--- config.mk ---
export PLATFORM = sky130hd
export DESIGN_NAME = daisy_chain_command_framer_top
export DESIGN_NICKNAME = d
export VERILOG_FILES = /design/src/sv/dccf_pkg.sv /design/src/sv/daisy_chain_command_framer_top.sv /design/src/sv/dccf_cfg.sv /design/src/sv/dccf_shifter.sv /design/src/sv/dccf_crc.sv /design/src/sv/dccf_ctrl.sv
export SDC_FILE = /design/constraint.sdc
export NUM_CORES = 1
export LEC_CHECK = 0
export BUFFER_PORTS_ARGS = -buffer_cell sky130_fd_sc_hd__buf_4
export CORE_ASPECT_RATIO = 1.75
export CORE_MARGIN = 3
export CORE_UTILIZATION = 40
export CTS_BUF_LIST = sky130_fd_sc_hd__clkbuf_2
export DETAILED_ROUTE_END_ITERATION = 10
export PLACE_DENSITY = 0.61
export SETUP_SLACK_MARGIN = 0.05
export SLEW_MARGIN = 20
export SYNTH_ARGS = -nofsm -noshare
export SYNTH_HDL_FRONTEND = slang
export SYNTH_SLANG_ARGS = --single-unit
--- constraint.sdc ---
create_clock -name clk_i -period 3.1 [get_ports clk_i]
set_input_delay 0.62 -clock clk_i [delete_from_list [all_inputs] [get_ports clk_i]]
set_output_delay 0.62 -clock clk_i [all_outputs]
set_load 0.02 [all_outputs]
--- src/sv/dccf_pkg.sv ---
// Shared types, constants and length checks for the daisy-chain command framer.
package dccf_pkg;

  localparam int MAX_FRAME_BYTES    = 16;
  localparam int MAX_RESPONSE_BYTES = 256;
  localparam int NUM_DEVICES        = 2;

  localparam int SINGLE_HDR_BYTES = 6;
  localparam int BCAST_HDR_BYTES  = 5;
  localparam int MAX_DATA_BYTES   = 8;
  localparam int READ_OVERHEAD    = 6;

  // init, device, two address bytes and up to eight data bytes
  localparam int FRAME_BYTES = 4 + MAX_DATA_BYTES;
  localparam int LEN_W       = $clog2(FRAME_BYTES + 1);

  localparam int CFG_IDX_W  = 3;
  localparam int CFG_DATA_W = 8;

  localparam logic [CFG_IDX_W-1:0] CFG_SINGLE_WRITE  = CFG_IDX_W'(0);
  localparam logic [CFG_IDX_W-1:0] CFG_SINGLE_READ   = CFG_IDX_W'(1);
  localparam logic [CFG_IDX_W-1:0] CFG_BCAST_WRITE   = CFG_IDX_W'(2);
  localparam logic [CFG_IDX_W-1:0] CFG_BCAST_READ    = CFG_IDX_W'(3);
  localparam logic [CFG_IDX_W-1:0] CFG_REVERSE_WRITE = CFG_IDX_W'(4);

  localparam logic [7:0] RST_SINGLE_WRITE  = 8'h00;
  localparam logic [7:0] RST_SINGLE_READ   = 8'h90;
  localparam logic [7:0] RST_BCAST_WRITE   = 8'h00;
  localparam logic [7:0] RST_BCAST_READ    = 8'h80;
  localparam logic [7:0] RST_REVERSE_WRITE = 8'h00;

  localparam logic [15:0] CRC_INIT = 16'hFFFF;
  localparam logic [15:0] CRC_POLY = 16'hA001;

  typedef enum logic [2:0] {
    CMD_SINGLE_WRITE  = 3'd0,
    CMD_SINGLE_READ   = 3'd1,
    CMD_BCAST_WRITE   = 3'd2,
    CMD_BCAST_READ    = 3'd3,
    CMD_REVERSE_WRITE = 3'd4
  } cmd_e;

  typedef enum logic [2:0] {
    ST_IDLE,
    ST_DATA,
    ST_CRC_LO,
    ST_CRC_HI,
    ST_ERR
  } state_e;

  typedef enum logic [1:0] {
    SEL_DATA,
    SEL_CRC_LO,
    SEL_CRC_HI,
    SEL_ERR
  } out_sel_e;

  typedef struct packed {
    logic [7:0] single_write;
    logic [7:0] single_read;
    logic [7:0] bcast_write;
    logic [7:0] bcast_read;
    logic [7:0] reverse_write;
  } base_t;

  typedef struct packed {
    logic       bad;
    logic       is_write;
    logic       has_dev;
    logic [7:0] init;
  } dec_t;

  typedef struct packed {
    logic load;
    logic step;
  } step_ctl_t;

  typedef struct packed {
    logic [LEN_W-1:0] remaining;
    logic             last_byte;
  } shift_stat_t;

  typedef struct packed {
    logic     load;
    out_sel_e sel;
    logic     last;
  } out_ctl_t;

  function automatic logic write_len_bad(logic [7:0] n, logic [15:0] header);
    logic [15:0] total;
    total = {8'd0, n} + header;
    return (n == 8'd0) || (n > 8'(MAX_DATA_BYTES)) ||
           ((header != 16'd0) && (total > 16'(MAX_FRAME_BYTES)));
  endfunction

  function automatic logic single_read_bad(logic [7:0] n);
    logic [15:0] total;
    total = {8'd0, n} + 16'(READ_OVERHEAD);
    return (n == 8'd0) || (total > 16'(MAX_RESPONSE_BYTES));
  endfunction

  function automatic logic bcast_read_bad(logic [7:0] n);
    logic [15:0] total;
    total = 16'(NUM_DEVICES) * ({8'd0, n} + 16'(READ_OVERHEAD));
    return (n == 8'd0) || (total > 16'(MAX_RESPONSE_BYTES));
  endfunction

endpackage

--- src/sv/daisy_chain_command_framer_top.sv ---
// Daisy-chain command framer top level: stream ports, config port, output register.
// One command item is taken while the framer is idle; its frame then leaves one byte
// per cycle while the output is not stalled, from a byte-wide shift register, and a
// byte-serial CRC-16 follows it. A frame is 6 to 14 bytes; an invalid request gives
// a single error item instead. The next command is taken as soon as the final byte
// sits in the output register.
module daisy_chain_command_framer_top (
  input  logic                            clk_i,
  input  logic                            rst_ni,
  input  logic                            s_axis_tvalid,
  output logic                            s_axis_tready,
  // device_address[7:0], register_address[23:8], byte_count[31:24],
  // data_0[39:32] .. data_7[95:88]
  input  logic [95:0]                     s_axis_tdata,
  // cmd[2:0]
  input  logic [2:0]                      s_axis_tuser,
  output logic                            m_axis_tvalid,
  input  logic                            m_axis_tready,
  // frame_byte[7:0]
  output logic [7:0]                      m_axis_tdata,
  output logic                            m_axis_tlast,
  // bad_request[0]
  output logic                            m_axis_tuser,
  input  logic                            cfg_we_i,
  input  logic [dccf_pkg::CFG_IDX_W-1:0]  cfg_idx_i,
  input  logic [dccf_pkg::CFG_DATA_W-1:0] cfg_wdata_i
);
  import dccf_pkg::*;

  base_t       bases;
  dec_t        dec;
  step_ctl_t   step;
  shift_stat_t stat;
  out_ctl_t    out_ctl;
  state_e      state;
  logic [7:0]  shift_byte;
  logic [15:0] crc;
  logic        out_ready;

  logic        out_valid_q, out_valid_d;
  logic [7:0]  out_data_q, out_data_d;
  logic        out_last_q, out_last_d;
  logic        out_bad_q, out_bad_d;

  assign out_ready = !out_valid_q || m_axis_tready;

  dccf_cfg u_cfg (
    .clk_i       (clk_i),
    .rst_ni      (rst_ni),
    .cfg_we_i    (cfg_we_i),
    .cfg_idx_i   (cfg_idx_i),
    .cfg_wdata_i (cfg_wdata_i),
    .bases_o     (bases)
  );

  dccf_ctrl u_ctrl (
    .clk_i        (clk_i),
    .rst_ni       (rst_ni),
    .in_valid_i   (s_axis_tvalid),
    .cmd_i        (s_axis_tuser),
    .byte_count_i (s_axis_tdata[31:24]),
    .bases_i      (bases),
    .stat_i       (stat),
    .out_ready_i  (out_ready),
    .in_ready_o   (s_axis_tready),
    .dec_o        (dec),
    .step_o       (step),
    .out_o        (out_ctl),
    .state_o      (state)
  );

  dccf_shifter u_shifter (
    .clk_i              (clk_i),
    .rst_ni             (rst_ni),
    .ctl_i              (step),
    .dec_i              (dec),
    .device_address_i   (s_axis_tdata[7:0]),
    .register_address_i (s_axis_tdata[23:8]),
    .byte_count_i       (s_axis_tdata[31:24]),
    .data_i             (s_axis_tdata[95:32]),
    .byte_o             (shift_byte),
    .stat_o             (stat)
  );

  dccf_crc u_crc (
    .clk_i  (clk_i),
    .rst_ni (rst_ni),
    .ctl_i  (step),
    .byte_i (shift_byte),
    .crc_o  (crc)
  );

  always_comb begin
    out_valid_d = out_valid_q;
    out_data_d  = out_data_q;
    out_last_d  = out_last_q;
    out_bad_d   = out_bad_q;
    if (out_ctl.load) begin
      out_valid_d = 1'b1;
      out_last_d  = out_ctl.last;
      out_bad_d   = 1'b0;
      unique case (out_ctl.sel)
        SEL_DATA:   out_data_d = shift_byte;
        SEL_CRC_LO: out_data_d = crc[7:0];
        SEL_CRC_HI: out_data_d = crc[15:8];
        SEL_ERR: begin
          out_data_d = 8'd0;
          out_bad_d  = 1'b1;
        end
      endcase
    end else if (m_axis_tready) begin
      out_valid_d = 1'b0;
    end
  end

  always_ff @(posedge clk_i or negedge rst_ni) begin
    if (!rst_ni) begin
      out_valid_q <= 1'b0;
    end else begin
      out_valid_q <= out_valid_d;
    end
  end

  always_ff @(posedge clk_i) begin
    out_data_q <= out_data_d;
    out_last_q <= out_last_d;
    out_bad_q  <= out_bad_d;
  end

  assign m_axis_tvalid = out_valid_q;
  assign m_axis_tdata  = out_data_q;
  assign m_axis_tlast  = out_last_q;
  assign m_axis_tuser  = out_bad_q;

`ifndef ASSERT_OFF
  a_err_item: assert property (@(posedge clk_i) disable iff (!rst_ni)
    (m_axis_tvalid && m_axis_tuser) |-> (m_axis_tlast && m_axis_tdata == 8'd0))
    else $error("error item without last or with non-zero data");

  a_accept_busy: assert property (@(posedge clk_i) disable iff (!rst_ni)
    (s_axis_tvalid && s_axis_tready) |=> (state != ST_IDLE))
    else $error("accepted item produced no frame");

  a_data_count: assert property (@(posedge clk_i) disable iff (!rst_ni)
    (state == ST_DATA) |-> (stat.remaining != '0))
    else $error("frame byte phase with empty shift register");

  a_crc_count: assert property (@(posedge clk_i) disable iff (!rst_ni)
    (state == ST_CRC_LO) |-> (stat.remaining == '0))
    else $error("CRC sent before all frame bytes");
`endif

endmodule

--- src/sv/dccf_cfg.sv ---
// Init byte base registers, written through the configuration port.
module dccf_cfg (
  input  logic                           clk_i,
  input  logic                           rst_ni,
  input  logic                           cfg_we_i,
  input  logic [dccf_pkg::CFG_IDX_W-1:0] cfg_idx_i,
  input  logic [dccf_pkg::CFG_DATA_W-1:0] cfg_wdata_i,
  output dccf_pkg::base_t                bases_o
);
  import dccf_pkg::*;

  base_t bases_q, bases_d;

  always_comb begin
    bases_d = bases_q;
    if (cfg_we_i) begin
      unique case (cfg_idx_i)
        CFG_SINGLE_WRITE:  bases_d.single_write  = cfg_wdata_i;
        CFG_SINGLE_READ:   bases_d.single_read   = cfg_wdata_i;
        CFG_BCAST_WRITE:   bases_d.bcast_write   = cfg_wdata_i;
        CFG_BCAST_READ:    bases_d.bcast_read    = cfg_wdata_i;
        CFG_REVERSE_WRITE: bases_d.reverse_write = cfg_wdata_i;
        default: ;
      endcase
    end
  end

  always_ff @(posedge clk_i or negedge rst_ni) begin
    if (!rst_ni) begin
      bases_q.single_write  <= RST_SINGLE_WRITE;
      bases_q.single_read   <= RST_SINGLE_READ;
      bases_q.bcast_write   <= RST_BCAST_WRITE;
      bases_q.bcast_read    <= RST_BCAST_READ;
      bases_q.reverse_write <= RST_REVERSE_WRITE;
    end else begin
      bases_q <= bases_d;
    end
  end

  assign bases_o = bases_q;

endmodule

--- src/sv/dccf_shifter.sv ---
// Frame byte shift register: loads the header and payload, emits one byte per step.
module dccf_shifter (
  input  logic                    clk_i,
  input  logic                    rst_ni,
  input  dccf_pkg::step_ctl_t     ctl_i,
  input  dccf_pkg::dec_t          dec_i,
  input  logic [7:0]              device_address_i,
  input  logic [15:0]             register_address_i,
  input  logic [7:0]              byte_count_i,
  input  logic [63:0]             data_i,
  output logic [7:0]              byte_o,
  output dccf_pkg::shift_stat_t   stat_o
);
  import dccf_pkg::*;

  localparam int SHIFT_W = 8 * FRAME_BYTES;

  logic [SHIFT_W-1:0] shift_q, shift_d;
  logic [LEN_W-1:0]   remaining_q, remaining_d;
  logic [63:0]        tail;
  logic [SHIFT_W-1:0] frame;
  logic [LEN_W-1:0]   frame_len;

  always_comb begin
    tail = dec_i.is_write ? data_i : {56'd0, byte_count_i - 8'd1};
    if (dec_i.has_dev) begin
      frame = {tail, register_address_i[7:0], register_address_i[15:8],
               1'b0, device_address_i[6:0], dec_i.init};
    end else begin
      frame = {8'd0, tail, register_address_i[7:0], register_address_i[15:8],
               dec_i.init};
    end
    frame_len = (dec_i.has_dev ? LEN_W'(4) : LEN_W'(3)) +
                (dec_i.is_write ? LEN_W'(byte_count_i[3:0]) : LEN_W'(1));
  end

  always_comb begin
    shift_d     = shift_q;
    remaining_d = remaining_q;
    if (ctl_i.load) begin
      shift_d     = frame;
      remaining_d = frame_len;
    end else if (ctl_i.step) begin
      shift_d     = {8'd0, shift_q[SHIFT_W-1:8]};
      remaining_d = remaining_q - LEN_W'(1);
    end
  end

  always_ff @(posedge clk_i or negedge rst_ni) begin
    if (!rst_ni) begin
      remaining_q <= '0;
    end else begin
      remaining_q <= remaining_d;
    end
  end

  always_ff @(posedge clk_i) begin
    shift_q <= shift_d;
  end

  assign byte_o           = shift_q[7:0];
  assign stat_o.remaining = remaining_q;
  assign stat_o.last_byte = (remaining_q == LEN_W'(1));

endmodule

--- src/sv/dccf_crc.sv ---
// Reflected CRC-16 (0xA001) register, updated one frame byte per step.
module dccf_crc (
  input  logic                clk_i,
  input  logic                rst_ni,
  input  dccf_pkg::step_ctl_t ctl_i,
  input  logic [7:0]          byte_i,
  output logic [15:0]         crc_o
);
  import dccf_pkg::*;

  logic [15:0] crc_q, crc_d;

  function automatic logic [15:0] crc_byte(logic [15:0] crc, logic [7:0] b);
    logic [15:0] c;
    c = crc ^ {8'd0, b};
    for (int k = 0; k < 8; k++) begin
      c = c[0] ? ((c >> 1) ^ CRC_POLY) : (c >> 1);
    end
    return c;
  endfunction

  always_comb begin
    crc_d = crc_q;
    if (ctl_i.load) begin
      crc_d = CRC_INIT;
    end else if (ctl_i.step) begin
      crc_d = crc_byte(crc_q, byte_i);
    end
  end

  always_ff @(posedge clk_i or negedge rst_ni) begin
    if (!rst_ni) begin
      crc_q <= CRC_INIT;
    end else begin
      crc_q <= crc_d;
    end
  end

  assign crc_o = crc_q;

endmodule

--- src/sv/dccf_ctrl.sv ---
// Command decode and frame sequencer.
module dccf_ctrl (
  input  logic                    clk_i,
  input  logic                    rst_ni,
  input  logic                    in_valid_i,
  input  logic [2:0]              cmd_i,
  input  logic [7:0]              byte_count_i,
  input  dccf_pkg::base_t         bases_i,
  input  dccf_pkg::shift_stat_t   stat_i,
  input  logic                    out_ready_i,
  output logic                    in_ready_o,
  output dccf_pkg::dec_t          dec_o,
  output dccf_pkg::step_ctl_t     step_o,
  output dccf_pkg::out_ctl_t      out_o,
  output dccf_pkg::state_e        state_o
);
  import dccf_pkg::*;

  state_e state_q, state_d;
  dec_t   dec;
  logic   wlen_bad;

  always_comb begin
    dec      = '0;
    wlen_bad = 1'b0;
    unique case (cmd_e'(cmd_i))
      CMD_SINGLE_WRITE: begin
        wlen_bad     = write_len_bad(byte_count_i, 16'(SINGLE_HDR_BYTES));
        dec.bad      = wlen_bad;
        dec.is_write = 1'b1;
        dec.has_dev  = 1'b1;
        dec.init     = bases_i.single_write;
      end
      CMD_SINGLE_READ: begin
        dec.bad     = single_read_bad(byte_count_i);
        dec.has_dev = 1'b1;
        dec.init    = bases_i.single_read;
      end
      CMD_BCAST_WRITE: begin
        wlen_bad     = write_len_bad(byte_count_i, 16'(BCAST_HDR_BYTES));
        dec.bad      = wlen_bad;
        dec.is_write = 1'b1;
        dec.init     = bases_i.bcast_write;
      end
      CMD_BCAST_READ: begin
        dec.bad  = bcast_read_bad(byte_count_i);
        dec.init = bases_i.bcast_read;
      end
      CMD_REVERSE_WRITE: begin
        wlen_bad     = write_len_bad(byte_count_i, 16'd0);
        dec.bad      = wlen_bad;
        dec.is_write = 1'b1;
        dec.init     = bases_i.reverse_write;
      end
      default: dec.bad = 1'b1;
    endcase
    if (dec.is_write) begin
      dec.init = dec.init | {5'd0, byte_count_i[2:0] - 3'd1};
    end
  end

  always_comb begin
    state_d = state_q;
    unique case (state_q)
      ST_IDLE:   if (in_valid_i) state_d = dec.bad ? ST_ERR : ST_DATA;
      ST_DATA:   if (out_ready_i && stat_i.last_byte) state_d = ST_CRC_LO;
      ST_CRC_LO: if (out_ready_i) state_d = ST_CRC_HI;
      ST_CRC_HI: if (out_ready_i) state_d = ST_IDLE;
      ST_ERR:    if (out_ready_i) state_d = ST_IDLE;
      default:   state_d = ST_IDLE;
    endcase
  end

  always_comb begin
    in_ready_o  = 1'b0;
    step_o      = '0;
    out_o.load  = 1'b0;
    out_o.sel   = SEL_DATA;
    out_o.last  = 1'b0;
    unique case (state_q)
      ST_IDLE: begin
        in_ready_o  = 1'b1;
        step_o.load = in_valid_i;
      end
      ST_DATA: begin
        step_o.step = out_ready_i;
        out_o.load  = out_ready_i;
      end
      ST_CRC_LO: begin
        out_o.load = out_ready_i;
        out_o.sel  = SEL_CRC_LO;
      end
      ST_CRC_HI: begin
        out_o.load = out_ready_i;
        out_o.sel  = SEL_CRC_HI;
        out_o.last = 1'b1;
      end
      ST_ERR: begin
        out_o.load = out_ready_i;
        out_o.sel  = SEL_ERR;
        out_o.last = 1'b1;
      end
      default: ;
    endcase
  end

  always_ff @(posedge clk_i or negedge rst_ni) begin
    if (!rst_ni) begin
      state_q <= ST_IDLE;
    end else begin
      state_q <= state_d;
    end
  end

  assign dec_o   = dec;
  assign state_o = state_q;

endmodule
==> results of run 1 <==
## area by class of cell
class	count	area, sq um
fill	2096	11270
sequential	170	4808
multi-input combinational	622	3880
timing repair buffer	145	1184
tap	292	365.4
clock inverter	12	102.6
clock buffer	20	100.1
inverter	13	48.80
antenna	2	5.005
## path summary, 6_finish.rpt
kind	depth (start not counted)	slack [ps]	to	start
worst max-delay path	3	270	s_axis_tready	u_ctrl.state_o[1]
worst min-delay path	2	120	u_cfg.bases_o[36]	cfg_wdata_i[4]
worst max register to register	7	520	u_shifter.shift_q[18]	u_ctrl.state_o[1]
worst min register to register	2	510	u_crc.crc_o[4]	u_crc.crc_o[12]
max in group asynchronous	2	2090	u_shifter.remaining_q[1]	rst_ni
min in group asynchronous	2	440	u_cfg.bases_o[18]	rst_ni
## Yosys cell counts (4+ instances only)
cell      number
nor2_1       148
nand2_1      114
edfxtp_1     106
a221oi_1      47
dfrtp_1       45
o21ai_0       41
mux2_2        40
clkbuf_1      37
a21oi_1       33
a31oi_1       32
mux2i_1       22
xnor2_1       22
dfstp_2       19
buf_2         17
nor3_1        13
ha_1          12
inv_1         12
xor2_1        11
and3_1        10
nand3_1       10
a22o_1         8
o21a_1         7
buf_1          4
buf_4          4
o221ai_1       4
## repair_timing
item | 4_1_cts | 5_1_grt
setup buffers | 0 | 0
hold endpoints to repair | 47 | 0
resized for setup | 0 | 0
hold buffers | 3 | 0
## through the flow
stage          power [uW]  utilization
2_1_floorplan        6823            -
3_3_place_gp         7853       0.4712
3_5_place_dp         7944       0.4712
4_1_cts              9029       0.4819
5_1_grt              9597       0.4822
6_report             8940       0.4822
## state kept, by name, indices dropped and copies added (netlist names), 3 cells and up
register               flops
u_shifter.shift_q         96
u_ctrl.state_o             3
m_axis_tdata               8
u_cfg.bases_o             40
u_shifter.remaining_q      4
u_crc.crc_o               16
## kinds of logic after synthesis
| group | count (synthesis) | share of synthesized area |
|---|---|---|
| DFF | 170 | 0.5351 |
| AOI/OAI and AO/OA | 190 | 0.1431 |
| adders and majority gates | 13 | 0.01894 |
| and+or+nand+nor | 319 | 0.1494 |
| xor gates and xnor gates | 36 | 0.03843 |
| buffers and inverters | 75 | 0.03536 |
| muxes | 64 | 0.07964 |
## critical path: cells and delay by family, from the launching register on
family,cells,cell delay (ps)
and+or+nand+nor,2,660
buffers and inverters,1,170
DFF,1,620
## metal layers
metal,up-vias,GRT usage
li1,3351,-
met5,-,0
met1,3366,0.2337
met3,39,0.03988
met2,190,0.3358
met4,0,0.09996
## cell usage in the layout (no fill, tap or decap), types with 7 or more instances in the layout
cell type    n
nor2_1     147
buf_4      135
nand2_1    113
edfxtp_1   106
a221oi_1    47
dfrtp_1     45
o21ai_0     41
mux2_2      40
a21oi_1     33
a31oi_1     32
xnor2_1     22
mux2i_1     22
clkbuf_2    20
dfstp_2     19
inv_1       12
nor3_1      12
ha_1        12
xor2_1      11
nand3_1     10
and3_1      10
a22o_1       8
o21a_1       7
buf_12       7
## power breakdown
group / leakage [uW] / internal [uW] / switching (uW)
Sequential: 0.00176 / 3800 / 434
Combinational: 0.00226 / 1580 / 2050
Clock: 0.000124 / 293 / 787
Total: 0.00415 / 5670 / 3270
==> metrics.txt, run 1 <==
outcome=complete, no violations; fin crit share=0.9144; placed cell count=1239; number of remaining DRC errors=0; Pwr per Cell Area=851.9 nW/um^2; layout cells sized above 1=0.2536; top sig layer=met4; unrepaired setup endpoints after global routing=no; CTS tree=done; # setup viols final=0; via count=6946; Vias/cell=5.444; Synth Register Bits=170; area grow syn2layout=16.78%; mapped cell area=8986 sq um; Core Rows=71; number of max-cap violations=0; antenna-violating nets left=0; Area after DPL=10260 sq um; part of the Yosys area used for sequential elements=0.5351; Slew headroom=0.4483; area leader, netlist=edfxtp_1; pre-CTS setup slack=403.8 ps; initial antenna violation count=1; Die Y=204.3 um; Starting Density=0.4129; DRT Pass-1 Iters=7; DR iter-0 viols=661; die area=24370 sq um; Layout Cells excl Fill=1276; Post-synth ARST share=0.3765; GR Overflow Total=0; Skew-Pair Late Insertion Delay=770 ps; clock-pin slew on the worst setup and hold paths=260 ps; VDD IR max=0.0004056 V; boundary pin count=127; Synth Net Count=995; Hold WC Path Type=input pin to flop; PnR worst setup slack=265.2 ps; EDFF count, synth=106; Fin Clk Skew=40.09 ps; worst hold slack=121.9 ps; CP peak stage delay=620 ps; Routed WL=23660 um; met3 wire length=1098 um; Slowest-stage cell, CP=dfrtp_1; CTS max path bufs=2; minimum clock period=2835 ps; Req. time, crit path=2480 ps; GRT Resource Usage Total=0.1965; Port Buffers=125; Cell Chain, Critical Path=or2_2 > nor2_2 > buf_4; post-route setup TNS=0 ps; clock root buffer=clkbuf_2; vias in the first global route=6901; wl on met1=9588 um; dpl hpwl=16450 um; synth top area cells=edfxtp_1 (35%), dfrtp_1 (13%), nor2_1 (6.2%); yosys warns=0; fin. max-slew vios=0; worst-path fanout max=14; global-route wire length before repair=37230 um; largest net degree at the start of global routing=110; Hold Fails Final Rpt=0; synth unique cells=58; RePlAce Congestion=0.8395; Crit. End Element=primary output; CP Launch Type=flop; post-synth top area share=0.3542; Static Leak=0.004147 uW; fin area=10490 sq um; Mapped Cells=867; total CTS buffers=17; core area=21760 sq um; wire per inst=18.54 um; H-tree levels=4; Critical Path AT=2210 ps; nets=1097; Syn Area/Cell=10.36 sq um; total clock sinks=170; Worst-Margin Slew=827.6 ps; ys flop type=edfxtp_1; die width=119.3 um; Max Fclk=352.8 MHz; metal2 WL=11970 um; CP Class=flop to primary output
Note: power is estimated with default switching activity, not from simulation.
==> run 2, diff against run 1 <==
--- a/config.mk
+++ b/config.mk
@@ -7,7 +7,6 @@
 export LEC_CHECK = 0
 export BUFFER_PORTS_ARGS = -buffer_cell sky130_fd_sc_hd__buf_4
 export CORE_ASPECT_RATIO = 1.75
-export CORE_MARGIN = 3
 export CORE_UTILIZATION = 40
 export CTS_BUF_LIST = sky130_fd_sc_hd__clkbuf_2
 export DETAILED_ROUTE_END_ITERATION = 10
==> run 2 against run 1 <==
Worst setup slack lost 36 ps. Power grew 3.7%. Cell count is 0.55% higher. Critical path depth did not move. Register-to-register slack about the same. First-iteration DRC count is 16% lower. Core utilization is 0.14 points lower. Count of clock-buffer cells in the layout up 1. Clock power is 31% higher. Critical endpoint unchanged. Largest power group unchanged.
==> metrics.txt, run 2 (synthesis gave the netlist of run 1 again) <==
wire per inst=18.16 um (-2.1%); boundary pin count=127 (unchanged); Critical Path AT=2250 ps (+40 ps); outcome=complete, no violations; fin. max-slew vios=0 (unchanged); number of flip-flops in the largest register=96 (unchanged); # setup viols final=0 (unchanged); CTS max path bufs=2 (unchanged); CP Launch Type=flop; RR Startpoint=u_ctrl.state_o[1]; GRT Resource Usage Total=0.2126 (+0.01611); die width=115.3 um (-3.4%); Hold Fails Final Rpt=0 (unchanged); Static Leak=0.004211 uW (+1.5%); fin crit share=0.9261 (+0.01166); Skew-Pair Late Insertion Delay=810 ps (+40 ps); pre-CTS setup slack=444.2 ps (+40.49 ps); Starting Density=0.4071 (-0.005734); unrepaired setup endpoints after global routing=no; layout cells sized above 1=0.2566 (+0.003028); number of remaining DRC errors=0 (unchanged); CTS tree=done; number of max-cap violations=0 (unchanged); Crit. End Element=primary output; area grow syn2layout=18.09%; CP peak stage delay=610 ps (about the same); Port Buffers=125 (unchanged); most common cell after layout, fill and taps aside=nor2_1; nets=1101 (+0.36%); Pwr per Cell Area=873.7 nW/um^2 (+2.6%); post-route setup TNS=0 ps (unchanged); clock-pin slew on the worst setup and hold paths=270 ps (about the same); total clock sinks=170 (unchanged); DR iter-0 viols=556 (-16%); minimum clock period=2871 ps (+36.14 ps); RePlAce Congestion=0.8583 (+2.2%); H-tree levels=4 (unchanged); largest reg by FF count=u_shifter.shift_q; Setup crit start=u_ctrl.state_o[1]; Die Y=200.3 um (-2.0%); clock root buffer=clkbuf_2; Vias/cell=5.398 (-0.83%); initial antenna violation count=1 (unchanged); Slew headroom=0.4157 (-0.03264); worst-path fanout max=14 (unchanged); Req. time, crit path=2480 ps (about the same); PostCTS Resize Cnt=0 (unchanged); HP Start=cfg_wdata_i[4]; dpl hpwl=16130 um (-1.9%); global-route wire length before repair=36710 um (-1.4%); GR Overflow Total=0 (unchanged); vias in the first global route=6723 (-2.6%); CP top delay family=simple AND/OR/NAND/NOR gates; DRT Pass-1 Iters=7 (unchanged); most frequent cells in the layout=nor2_1 (147), buf_4 (140), nand2_1 (113), edfxtp_1 (106), a221oi_1 (47); Worst-Margin Slew=871.8 ps (+44.21 ps); Core Rows=72 (+1.4%); total CTS buffers=17 (unchanged); VDD IR max=0.0004372 V (+7.8%); via count=6926 (-0.29%); core area=22070 sq um (+1.4%); Fin Clk Skew=48.07 ps (+7.989 ps); PnR worst setup slack=229.1 ps (-36.15 ps); Slowest-stage cell, CP=dfrtp_1; Final Power=9272 uW (+3.7%); Max Fclk=348.3 MHz (-1.3%); Routed WL=23300 um (-1.5%); CP Class=flop to primary output; crit path buf inv count=1 (unchanged); largest net degree at the start of global routing=109 (-0.91%); Hold WC Path Type=input pin to flop; die area=23090 sq um (-5.2%); antenna-violating nets left=0 (unchanged); Cell Chain, Critical Path=or2_2 > nor2_2 > buf_4
-- run 2: layer usage --
layer,GRT usage,part of all wire,vias to the layer above
met5,0,0,-
met4,0.1062,0.041,0
met3,0.04539,0.050,39
met2,0.3578,0.52,198
met1,0.2521,0.39,3330
li1,-,-,3359
-- run 2: metrics by stage --
| step | cell area, sq um | hold slack, ps | util | instances |
|---|---|---|---|---|
| final | 10610 | 88.50 | 0.4808 | 1283 |
| after CTS | 10610 | 14.86 | 0.4807 | 1282 |
| after floorplan | 8989 | 324.4 | - | 867 |
| after global placement | 10280 | 472.5 | 0.4657 | 1247 |
| after detailed placement | 10280 | 488.4 | 0.4657 | 1247 |
| after global routing | 10610 | 16.63 | 0.4808 | 1283 |
-- run 2: where the power goes --
| part | switching (uW) | internal (uW) | leakage (uW) |
|---|---|---|---|
| clock | 799 | 626 | 0.000173 |
| combinational | 2050 | 1580 | 0.00228 |
| sequential | 422 | 3790 | 0.00176 |
-- run 2: worst paths after layout --
kind	endpoint	slack (ps)	cells past startpoint
setup / recovery	s_axis_tready	230	3
hold / removal	u_cfg.bases_o[12]	90	2
setup reg to reg	u_shifter.shift_q[68]	520	6
hold reg to reg	u_crc.crc_o[4]	500	2
max in group asynchronous	u_cfg.bases_o[20]	2090	2
min in group asynchronous	u_cfg.bases_o[34]	430	2
-- run 2: repair_timing --
action / CTS / global route
hold buffers: 3 / 0
endpoints found under the hold margin: 49 / 0
setup endpoints to repair: 0 / 0
setup buffers: 0 / 0
-- run 2: cell type report --
cell class	instances	area, sq um
fill	2142	11460
sequential	170	4808
multi-input combinational	622	3880
timing repair buffer	149	1201
tap	296	370.4
clock inverter	11	195.2
clock buffer	21	105.1
inverter	13	48.80
antenna	1	2.502
-- run 2: worst reg2reg max path, cell delays in order (launching register included) --
cell and delay, ps:
dfrtp_1 610, or2_2 480, nor2_2 190, nand2_2 400, buf_12 340, a221oi_1 250
nor2_1 70
==> run 3, diff against run 2 <==
--- a/config.mk
+++ b/config.mk
@@ -7,10 +7,10 @@
 export LEC_CHECK = 0
 export BUFFER_PORTS_ARGS = -buffer_cell sky130_fd_sc_hd__buf_4
 export CORE_ASPECT_RATIO = 1.75
-export CORE_UTILIZATION = 40
+export CORE_UTILIZATION = 35
 export CTS_BUF_LIST = sky130_fd_sc_hd__clkbuf_2
 export DETAILED_ROUTE_END_ITERATION = 10
-export PLACE_DENSITY = 0.61
+export PLACE_DENSITY = 0.53
 export SETUP_SLACK_MARGIN = 0.05
 export SLEW_MARGIN = 20
 export SYNTH_ARGS = -nofsm -noshare
==> constraint.sdc (replaced) <==
create_clock -name clk_i -period 3.5 [get_ports clk_i]
set_input_delay 0.7 -clock clk_i [delete_from_list [all_inputs] [get_ports clk_i]]
set_output_delay 0.7 -clock clk_i [all_outputs]
set_load 0.02 [all_outputs]
==> run 3 against run 2 <==
Sequential cell count stayed put. Highest routed layer unchanged. Core utilization is 6.3 points lower. Non-clock buffer count is 2 lower. Largest power group unchanged. Worst setup slack better by 620 ps. Cell count is 1.4% higher. Wire length is 4.9% higher.
==> metrics.txt, run 3 (synthesis gave the netlist of run 1 again) <==
Slew headroom=0.3979 (-0.01778); die width=123.1 um (+6.8%); GR Overflow Total=0 (unchanged); largest reg by FF count=u_shifter.shift_q; RR Startpoint=u_ctrl.state_o[1]; Hold WC Path Type=input pin to flop; hold endpoint=m_axis_tvalid; Hold Fails Final Rpt=0 (unchanged); wire per inst=18.79 um (+3.5%); die area=26340 sq um (+14%); Starting Density=0.3560 (-0.05114); Vias/cell=5.402 (about the same); CTS tree=done; pre-CTS setup slack=741.2 ps (+297.0 ps); Worst-Margin Slew=898.3 ps (+26.53 ps); core area=25240 sq um (+14%); largest net degree at the start of global routing=127 (+17%); Static Leak=0.004174 uW (-0.88%); Port Buffers=125 (unchanged); fillcell total=2534 (+18%); Die Y=214.0 um (+6.8%); minimum clock period=2649 ps; RR Endpoint=u_shifter.shift_q[67]; PnR worst setup slack=851.2 ps (+622.2 ps); Max Fclk=377.5 MHz; fin. max-slew vios=0 (unchanged); vias in the first global route=6828 (+1.6%); DR iter-0 viols=633 (+14%); Slowest-stage cell, CP=dfrtp_1; # setup viols final=0 (unchanged); most common cell after layout, fill and taps aside=nor2_1; reg-to-reg slack, setup=1070 ps (+550 ps); area grow syn2layout=17.31%; number of remaining DRC errors=0 (unchanged); unrepaired setup endpoints after global routing=no; CTS max path bufs=2 (unchanged); total clock sinks=170 (unchanged); H-tree levels=4 (unchanged); Reg area=4808 sq um (unchanged); antenna-violating nets left=0 (unchanged); number of flip-flops in the largest register=96 (unchanged); placed cell count=1267 (+1.6%); most frequent cells in the layout=nor2_1 (147), buf_4 (141), nand2_1 (113), edfxtp_1 (106), a221oi_1 (47); Cell Chain, Critical Path=or2_2 > nor2_2 > buf_4; global-route wire length before repair=38500 um (+4.9%); Layout Cells excl Fill=1301 (+1.4%); worst-path fanout max=8 (-6); initial antenna violation count=1 (unchanged); crit path buf inv count=1 (unchanged); post-route setup TNS=0 ps (unchanged); Worst Reg-to-Reg Cells=6 (unchanged); Fin Clk Skew=36.75 ps (-11.32 ps); Critical Path AT=1950 ps (-300 ps); # Post-CTS Setup Buffers=0 (unchanged); total CTS buffers=17 (unchanged); Req. time, crit path=2800 ps (+320 ps); CP peak stage delay=430 ps (-180 ps); Skew-Pair Late Insertion Delay=770 ps (-40 ps); boundary pin count=127 (unchanged); Area after DPL=10290 sq um (+0.12%); layout cells sized above 1=0.2561 (-0.0004947); CP Launch Type=flop; CP top delay family=simple AND/OR/NAND/NOR gates; clock root buffer=clkbuf_2; HP Start=m_axis_tready; RePlAce Congestion=0.8084 (-5.8%); nets=1099 (-0.18%); number of max-cap violations=0 (unchanged); Routed WL=24450 um (+4.9%); CP Class=flop to primary output; Setup crit start=u_ctrl.state_o[1]; DRT Pass-1 Iters=5 (-2); GRT Resource Usage Total=0.1945 (-0.01813); fin area=10540 sq um (-0.66%); fin crit share=0.7568; clock-pin slew on the worst setup and hold paths=250 ps (-20 ps); outcome=complete, no violations; Multi-input gate area=3880 sq um (unchanged); Pwr per Cell Area=764.7 nW/um^2 (-12%); VDD IR max=0.0003741 V (-14%); dpl hpwl=17090 um (+5.9%); Crit. End Element=primary output; hold depth=3 (+1); Core Rows=77 (+6.9%); via count=7028 (+1.5%)
run 3: changes by cell type in the layout (fill, tap and decap cells not counted), moves of 2 or more:
cell,change
clkinv_4,-2
bufinv_16,-2
dlygate4sd3_1,-2
clkinv_2,+3
run 3: worst max path at each step:
stage                                           to  slack (ps)  cells after the start
after floorplan           u_shifter.remaining_q[0]         260                      5
after global placement           u_ctrl.state_o[2]         750                      8
after detailed placement         u_ctrl.state_o[2]         740                      8
after CTS                            s_axis_tready         760                      3
after global routing                 s_axis_tready         660                      3
final                                s_axis_tready         850                      3
run 3: cell type report:
type,count,share of cell area
antenna,1,0.0002374
clock buffer,22,0.01045
clock inverter,10,0.01211
inverter,13,0.004629
multi-input combinational,622,0.3681
sequential,170,0.4561
tap,316,0.03751
timing repair buffer,147,0.1109
run 3: routing by layer:
layer / part of all wire / wire length [um] / global-route usage / vias up
li1: - / - / - / 3352
met3: 0.053 / 1287 / 0.03865 / 28
met4: 0.023 / 572 / 0.06426 / 0
met1: 0.39 / 9607 / 0.2372 / 3424
met2: 0.53 / 12980 / 0.3361 / 224
met5: 0 / 0 / 0 / -
run 3: report_power, final:
group          total [uW]  leakage [uW]  internal, uW  switching [uW]
logic                3250       0.00226          1390            1850
clock network        1070      0.000149           404             670
registers            3740       0.00176          3360             379
run 3: worst register-to-register path: stages (launching register included):
cell	delay (ps)
dfrtp_1	430
or2_2	400
nor2_2	180
nand2_2	440
buf_4	430
a221oi_1	220
nor2_1	80
run 3: what timing repair did:
item	CTS	global route
hold buffers	1	0
endpoints found under the hold margin	45	0
setup endpoints to repair	0	0
resized for setup	0	0
run 3: per-stage QoR:
| stage | utilization | total power (uW) | hold slack, ps |
|---|---|---|---|
| 6_report | 0.4176 | 8061 | 167.0 |
| 5_1_grt | 0.4176 | 8668 | 86.14 |
| 4_1_cts | 0.4175 | 8152 | 96.01 |
| 3_5_place_dp | 0.4077 | 7072 | 487.0 |
| 3_3_place_gp | 0.4077 | 7009 | 473.5 |
| 2_1_floorplan | - | 6051 | 404.4 |
